`src/sv/uarx_pkg.sv`:
```
`default_nettype none
// ----------------------------------------------------------------------------
// uarx_pkg: shared types and codes for the serial receive FIFO
// Request and result item layouts, request kinds and sequencer states.
// ----------------------------------------------------------------------------
package uarx_pkg;

  localparam int BYTE_W  = 8;
  localparam int COUNT_W = 5;
  localparam int FILL_W  = 4;
  localparam int GOOD_W  = 16;
  localparam int ERR_W   = 8;

  // Request kinds
  localparam logic REQ_RX   = 1'b0;
  localparam logic REQ_READ = 1'b1;

  typedef struct packed {
    logic               req_type;
    logic [BYTE_W-1:0]  rx_byte;
    logic               frame_error;
    logic               overrun_error;
    logic               parity_error;
    logic [COUNT_W-1:0] read_count;
  } req_t;

  typedef struct packed {
    logic [BYTE_W-1:0] read_data;
    logic              data_valid;
    logic              last;
    logic [FILL_W-1:0] fill_level;
    logic [GOOD_W-1:0] good_byte_count;
    logic [ERR_W-1:0]  frame_error_count;
    logic [ERR_W-1:0]  overrun_error_count;
    logic [ERR_W-1:0]  parity_error_count;
    logic [ERR_W-1:0]  dropped_oldest_count;
  } rsp_t;

  typedef enum logic {
    ST_IDLE,
    ST_POP
  } state_t;

endpackage
`default_nettype wire

```
`src/sv/uarx_ring.sv`:
```
`default_nettype none
// ----------------------------------------------------------------------------
// uarx_ring: byte store of the receive ring
// One write port and one read port, read data registered.
// ----------------------------------------------------------------------------
module uarx_ring #(
  parameter int DEPTH = 16,
  parameter int AW    = 4
) (
  input  wire logic                       clk,
  input  wire logic                       we,
  input  wire logic [AW-1:0]              waddr,
  input  wire logic [uarx_pkg::BYTE_W-1:0] wdata,
  input  wire logic                       re,
  input  wire logic [AW-1:0]              raddr,
  output      logic [uarx_pkg::BYTE_W-1:0] rdata
);

  logic [uarx_pkg::BYTE_W-1:0] mem [DEPTH];

  always_ff @(posedge clk) begin
    if (we) begin
      mem[waddr] <= wdata;
    end
  end

  always_ff @(posedge clk) begin
    if (re) begin
      rdata <= mem[raddr];
    end
  end

endmodule
`default_nettype wire

```
`src/sv/uarx_ctrl.sv`:
```
`default_nettype none
// ----------------------------------------------------------------------------
// uarx_ctrl: pointer, counter and pop sequencer of the receive FIFO
// Screens received bytes, pushes good ones with drop-oldest on full, and
// walks the ring one entry a cycle for read requests.
// ----------------------------------------------------------------------------
module uarx_ctrl #(
  parameter int RING_DEPTH = 16,
  parameter int PW         = 4
) (
  input  wire logic                        clk,
  input  wire logic                        rst,
  input  wire logic                        start,
  input  wire uarx_pkg::req_t              req,
  output      logic                        busy,
  output      logic                        strobe,
  output      uarx_pkg::rsp_t              result,
  output      logic                        ring_we,
  output      logic [PW-1:0]               ring_waddr,
  output      logic [uarx_pkg::BYTE_W-1:0] ring_wdata,
  output      logic                        ring_re,
  output      logic [PW-1:0]               ring_raddr,
  input  wire logic [uarx_pkg::BYTE_W-1:0] ring_rdata
);

  localparam int CW = (PW > uarx_pkg::COUNT_W) ? PW : uarx_pkg::COUNT_W;
  localparam int LW = (PW > uarx_pkg::FILL_W) ? PW : uarx_pkg::FILL_W;
  localparam logic [PW-1:0] PTR_LAST  = PW'(RING_DEPTH - 1);
  localparam logic [PW-1:0] DEPTH_MOD = PW'(RING_DEPTH);

  function automatic logic [PW-1:0] bump(input logic [PW-1:0] p);
    return (p == PTR_LAST) ? '0 : p + PW'(1);
  endfunction

  function automatic logic [PW-1:0] fill_of(input logic [PW-1:0] w, input logic [PW-1:0] r);
    return (w >= r) ? (w - r) : (w + DEPTH_MOD - r);
  endfunction

  uarx_pkg::state_t state, state_next;
  logic [PW-1:0] wp, wp_next, rp, rp_next;
  logic [CW-1:0] remaining, remaining_next;
  logic [uarx_pkg::GOOD_W-1:0] good_bytes, good_bytes_next;
  logic [uarx_pkg::ERR_W-1:0] frame_errors, frame_errors_next;
  logic [uarx_pkg::ERR_W-1:0] overrun_errors, overrun_errors_next;
  logic [uarx_pkg::ERR_W-1:0] parity_errors, parity_errors_next;
  logic [uarx_pkg::ERR_W-1:0] dropped_oldest, dropped_oldest_next;
  logic pend_valid, pend_valid_next;
  logic pend_dv, pend_dv_next;
  logic pend_last, pend_last_next;
  logic [PW-1:0] pend_fill, pend_fill_next;

  logic [PW-1:0] wp_bump, rp_bump, fill_cur;
  logic [CW-1:0] want, have, npop;
  logic          any_err;
  logic [LW-1:0] fill_ext;

  always_comb begin
    wp_bump  = bump(wp);
    rp_bump  = bump(rp);
    fill_cur = fill_of(wp, rp);
    want     = CW'(req.read_count);
    have     = CW'(fill_cur);
    npop     = (want < have) ? want : have;
    any_err  = req.frame_error | req.overrun_error | req.parity_error;

    state_next          = state;
    wp_next             = wp;
    rp_next             = rp;
    remaining_next      = remaining;
    good_bytes_next     = good_bytes;
    frame_errors_next   = frame_errors;
    overrun_errors_next = overrun_errors;
    parity_errors_next  = parity_errors;
    dropped_oldest_next = dropped_oldest;
    pend_valid_next     = 1'b0;
    pend_dv_next        = 1'b0;
    pend_last_next      = 1'b1;
    pend_fill_next      = fill_cur;
    ring_we             = 1'b0;
    ring_waddr          = wp;
    ring_wdata          = req.rx_byte;
    ring_re             = 1'b0;
    ring_raddr          = rp;

    unique case (state)
      uarx_pkg::ST_IDLE: begin
        if (start) begin
          if (req.req_type == uarx_pkg::REQ_RX) begin
            pend_valid_next = 1'b1;
            if (any_err) begin
              if (req.frame_error) frame_errors_next = frame_errors + 1'b1;
              if (req.overrun_error) overrun_errors_next = overrun_errors + 1'b1;
              if (req.parity_error) parity_errors_next = parity_errors + 1'b1;
            end else begin
              good_bytes_next = good_bytes + 1'b1;
              ring_we         = 1'b1;
              wp_next         = wp_bump;
              // Full ring: push over the oldest entry
              if (wp_bump == rp) begin
                rp_next             = rp_bump;
                dropped_oldest_next = dropped_oldest + 1'b1;
                pend_fill_next      = fill_of(wp_bump, rp_bump);
              end else begin
                pend_fill_next = fill_of(wp_bump, rp);
              end
            end
          end else if (npop == '0) begin
            pend_valid_next = 1'b1;
          end else begin
            remaining_next = npop;
            state_next     = uarx_pkg::ST_POP;
          end
        end
      end
      uarx_pkg::ST_POP: begin
        // Issue one read a cycle; data shows up with the pending item
        ring_re         = 1'b1;
        rp_next         = rp_bump;
        remaining_next  = remaining - CW'(1);
        pend_valid_next = 1'b1;
        pend_dv_next    = 1'b1;
        pend_last_next  = (remaining == CW'(1));
        pend_fill_next  = fill_of(wp, rp_bump);
        if (remaining == CW'(1)) begin
          state_next = uarx_pkg::ST_IDLE;
        end
      end
      default: state_next = uarx_pkg::ST_IDLE;
    endcase
  end

  always_ff @(posedge clk) begin
    if (rst) begin
      state          <= uarx_pkg::ST_IDLE;
      wp             <= '0;
      rp             <= '0;
      remaining      <= '0;
      good_bytes     <= '0;
      frame_errors   <= '0;
      overrun_errors <= '0;
      parity_errors  <= '0;
      dropped_oldest <= '0;
      pend_valid     <= 1'b0;
    end else begin
      state          <= state_next;
      wp             <= wp_next;
      rp             <= rp_next;
      remaining      <= remaining_next;
      good_bytes     <= good_bytes_next;
      frame_errors   <= frame_errors_next;
      overrun_errors <= overrun_errors_next;
      parity_errors  <= parity_errors_next;
      dropped_oldest <= dropped_oldest_next;
      pend_valid     <= pend_valid_next;
    end
  end

  always_ff @(posedge clk) begin
    pend_dv   <= pend_dv_next;
    pend_last <= pend_last_next;
    pend_fill <= pend_fill_next;
  end

  assign busy     = (state != uarx_pkg::ST_IDLE);
  assign strobe   = pend_valid;
  assign fill_ext = LW'(pend_fill);

  always_comb begin
    result.read_data            = pend_dv ? ring_rdata : '0;
    result.data_valid           = pend_dv;
    result.last                 = pend_last;
    result.fill_level           = fill_ext[uarx_pkg::FILL_W-1:0];
    result.good_byte_count      = good_bytes;
    result.frame_error_count    = frame_errors;
    result.overrun_error_count  = overrun_errors;
    result.parity_error_count   = parity_errors;
    result.dropped_oldest_count = dropped_oldest;
  end

endmodule
`default_nettype wire

```
`src/sv/uart_rx_overwrite_fifo_top.sv`:
```
`default_nettype none
// ----------------------------------------------------------------------------
// uart_rx_overwrite_fifo_top: receive FIFO of a serial port, drop-oldest ring
// Received-byte item: one result in the cycle after acceptance; busy stays low.
// Read item of n pops: busy while in the pop state; n results, one per cycle,
// each with its registered ring read, set by the single read port of the ring memory.
// Read with nothing to pop: one result in the cycle after acceptance.
// Synchronous reset empties the ring and clears all counters; results cannot stall.
// ----------------------------------------------------------------------------
module uart_rx_overwrite_fifo_top #(
  parameter int RING_DEPTH = 16
) (
  input  wire logic           clk,
  input  wire logic           rst,
  input  wire logic           start,
  input  wire uarx_pkg::req_t req,
  output      logic           busy,
  output      logic           strobe,
  output      uarx_pkg::rsp_t result
);

  localparam int PW = (RING_DEPTH > 1) ? $clog2(RING_DEPTH) : 1;

  logic                        ring_we;
  logic [PW-1:0]               ring_waddr;
  logic [uarx_pkg::BYTE_W-1:0] ring_wdata;
  logic                        ring_re;
  logic [PW-1:0]               ring_raddr;
  logic [uarx_pkg::BYTE_W-1:0] ring_rdata;

  uarx_ctrl #(
    .RING_DEPTH (RING_DEPTH),
    .PW         (PW)
  ) u_ctrl (
    .clk        (clk),
    .rst        (rst),
    .start      (start),
    .req        (req),
    .busy       (busy),
    .strobe     (strobe),
    .result     (result),
    .ring_we    (ring_we),
    .ring_waddr (ring_waddr),
    .ring_wdata (ring_wdata),
    .ring_re    (ring_re),
    .ring_raddr (ring_raddr),
    .ring_rdata (ring_rdata)
  );

  uarx_ring #(
    .DEPTH (RING_DEPTH),
    .AW    (PW)
  ) u_ring (
    .clk   (clk),
    .we    (ring_we),
    .waddr (ring_waddr),
    .wdata (ring_wdata),
    .re    (ring_re),
    .raddr (ring_raddr),
    .rdata (ring_rdata)
  );

endmodule
`default_nettype wire
```
`config.mk`:
```
export PLATFORM = sky130hd
export DESIGN_NAME = uart_rx_overwrite_fifo_top
export DESIGN_NICKNAME = d
export VERILOG_FILES = /design/src/sv/uarx_pkg.sv /design/src/sv/uarx_ring.sv /design/src/sv/uarx_ctrl.sv /design/src/sv/uart_rx_overwrite_fifo_top.sv
export SDC_FILE = /design/constraint.sdc
export NUM_CORES = 1
export LEC_CHECK = 0
export BUFFER_PORTS_ARGS = -buffer_cell sky130_fd_sc_hd__buf_2
export CAP_MARGIN = 5
export CORE_MARGIN = 5
export CORE_UTILIZATION = 50
export CTS_CLUSTER_DIAMETER = 50
export DETAILED_ROUTE_END_ITERATION = 12
export GPL_TIMING_DRIVEN = 1
export HOLD_SLACK_MARGIN = 0.1
export PLACE_DENSITY_LB_ADDON = 0.25
export SLEW_MARGIN = 25
export SYNTH_ARGS = -nofsm -noshare
export SYNTH_HDL_FRONTEND = slang
export SYNTH_HIERARCHICAL = 1
export SYNTH_SLANG_ARGS = --single-unit
```
`constraint.sdc`:
```
create_clock -name clk -period 3.97 [get_ports clk]
set_clock_uncertainty 0.1 [all_clocks]
set_input_delay 1.191 -clock clk [delete_from_list [all_inputs] [get_ports clk]]
set_output_delay 1.191 -clock clk [all_outputs]
set_load 0.005 [all_outputs]
```
==> qor.txt <==
outcome = finished, final reports clean
Main synth FF type = edfxtp_1
Area Growth Syn to Fin = 14.3%
# IOs = 84
chip width = 145 um
Post-synth ARST share = 0
CP required = 4.30 ns
Worst-Margin Slew = 0.738 ns
vias = 5712
hold buffers post-CTS = 0
final worst path period share = 0.871
Pwr Density = 444 mW/mm^2
Synth Register Bits = 205
vias in the first global route = 5829
TNS Setup = 0 ns
critical-path cell list = inv_1 -> ha_1 -> a21oi_1 -> a21oi_1 -> or2_2 -> ha_1 -> nor4_1 -> o21ai_0 -> o2111ai_1 -> nand4_1 -> o221a_2 -> o21ai_0
Final min period = 3.46 ns
share of the synthesized area in the top cell type = 0.449
Post-synth EDFFs = 136
fmax = 289 MHz
Core Rows = 49
setup repair bufs after CTS = 0
grt ovf = 0
largest net degree at the start of global routing = 47
Mapped Cells = 678
Slew Viols, Final = 0
Syn Area/Cell = 13.4 sq um
TritonCTS Buffers = 22
Die Area = 0.0210 sq mm
Bufs and invs on worst path = 1
ANT nets after route = 0
Leak Pwr = 0.00386 uW
initial core utilization = 0.506
1st-pass router iterations = 7
Final GP Congestion = 0.855
Rel. slew slack = 0.494
register area share after synthesis = 0.601
port bufs = 83
R2R Setup Slk = 0.51 ns
Setup Viol. Count Final = 0
PnR worst setup slack = 0.513 ns
most common cell in the netlist = edfxtp_1
slowest stage delay, CP = 0.55 ns
CTS tree = done
number of max-cap violations = 0
unrepaired setup endpoints after global routing = no
largest delay contributor family on the critical path = compound AO/OA/AOI/OAI gates
post-synth top area cell = edfxtp_1
via-per-instance ratio = 5.63
number of gates resized after cts = 0
DRC viols = 0
number of library cell types mapped by synthesis = 55
Core Box Area = 0.0180 sq mm
final hold violation count = 0
dpl hpwl = 12800 um
WS Path Type = flop to flop
Synth area leaders = edfxtp_1 45%, dfxtp_1 15%, mux4_2 4.5%, mux4_1 4.0%, xor2_1 3.5%
CP endpoint kind = flop
final core utilization = 0.579
fin nets = 819
crit path max-delay cell type = dfxtp_1
pre-CTS worst setup slack = 0.587 ns
CTS clk-pin slew, worst paths = 0.06 ns
Post-Syn Area = 0.00909 sq mm
Setup crit start kind = flop
Ys Warns = 6
VDD IR max = 0.326 mV
final WL = 19200 um
Hold Path Class = flop to flop
H-tree Lvls = 1
global-route usage over all layers = 0.184
syn nets = 726
CTS sink cnt = 205
CP arrival = 3.78 ns
worst skew pair latency = 0.51 ns
per-cell routed wire length = 18.9 um
most frequent cells after synthesis = 136 x edfxtp_1, 73 x nor2_1, 69 x dfxtp_1
first-pass GRT wire length = 30300 um
Longest Clk Path Bufs = 3
initial antenna violation count = 0
initial DRC count = 425
Worst Path Max Fanout = 10
Die H = 145 um
Hold Slack = 0.415 ns
antenna cells = 0
fillers = 1436
root buffer cell = clkbuf_16
share of layout cells above drive strength 1 = 0.206
## layout make-up
type / count / area [sq um] / area share
tap: 229 / 287 / 0.0276
clock inverter: 7 / 53.8 / 0.00518
clock buffer: 32 / 598 / 0.0575
inverter: 19 / 71.3 / 0.00686
multi-input combinational: 416 / 3320 / 0.320
sequential: 205 / 5470 / 0.526
timing repair buffer: 107 / 596 / 0.0573
## sequential cells by signal (all words and copies together), names as in the netlist, 4 cells and up
signal                 count
u_ctrl/overrun_errors      8
u_ring/mem               128
u_ctrl/parity_errors       8
u_ctrl/ring_waddr          4
u_ctrl/dropped_oldest      8
u_ring/rdata               8
u_ctrl/fill_ext            4
u_ctrl/ring_raddr          4
u_ctrl/frame_errors        8
u_ctrl/remaining           5
u_ctrl/good_bytes         16
## logic make-up after synthesis
family | synth area share
AO/OA/AOI/OAI | 0.0499
XOR/XNOR | 0.0539
adder cells (fa/ha/maj) | 0.0418
buffers and inverters | 0.0338
flip-flops | 0.601
multiplexers | 0.0984
AND/OR/NAND/NOR | 0.121
## worst register-to-register path: stages (launching register included)
cell,delay (ns)
dfxtp_1,0.55
inv_1,0.15
ha_1,0.34
a21oi_1,0.19
a21oi_1,0.11
or2_2,0.34
ha_1,0.20
nor4_1,0.34
o21ai_0,0.23
o2111ai_1,0.19
nand4_1,0.21
o221a_2,0.31
o21ai_0,0.13
## power by group
part	internal (uW)	leakage, uW	switching (uW)
combinational	185	0.00176	241
sequential	2320	0.00178	26.5
clock	1050	0.000318	794
total	3560	0.00386	1060
## placed cells by master (no fill, tap or decap), types with 4 or more instances in the layout
cell / n
a21oi_1: 17
a22oi_1: 16
and2_1: 15
and3_1: 7
and4_1: 5
buf_2: 83
buf_4: 24
clkbuf_1: 9
clkbuf_16: 22
dfxtp_1: 68
edfxtp_1: 136
fa_1: 4
ha_1: 24
inv_1: 18
mux2i_1: 11
mux4_1: 14
mux4_2: 18
nand2_1: 41
nand3_1: 24
nand4_1: 12
nor2_1: 73
nor2b_1: 5
nor3_1: 13
nor4_1: 5
o21ai_0: 11
or3_1: 5
xnor2_1: 20
xor2_1: 36
## routing by layer
layer / vias up / share of wire / GRT usage
met1: 2822 / 0.41 / 0.232
met5: - / 0 / 0
met3: 33 / 0.055 / 0.0355
li1: 2705 / - / -
met4: 0 / 0.022 / 0.0530
met2: 152 / 0.51 / 0.325
## per-stage QoR
step	total power (uW)	instance area (sq um)	std cells
after global routing	4800	10400	1015
after detailed placement	2810	9740	976
after CTS	4660	10400	1015
after floorplan	2700	9090	678
final	4620	10400	1015
after global placement	2800	9740	976
## worst paths after layout
check,startpoint,to,depth (start not counted)
worst max-delay path,u_ctrl/ring_raddr[2]$_SDFFE_PP0P_,u_ctrl/remaining[2]$_SDFFE_PP0P_,12
worst min-delay path,u_ctrl/remaining[4]$_SDFFE_PP0P_,u_ctrl/pend_last$_SDFF_PN1_,1
worst max register to register,u_ctrl/ring_raddr[2]$_SDFFE_PP0P_,u_ctrl/remaining[2]$_SDFFE_PP0P_,12
worst min register to register,u_ctrl/remaining[4]$_SDFFE_PP0P_,u_ctrl/pend_last$_SDFF_PN1_,1
No activity file was read; power rests on OpenSTA's default activity.
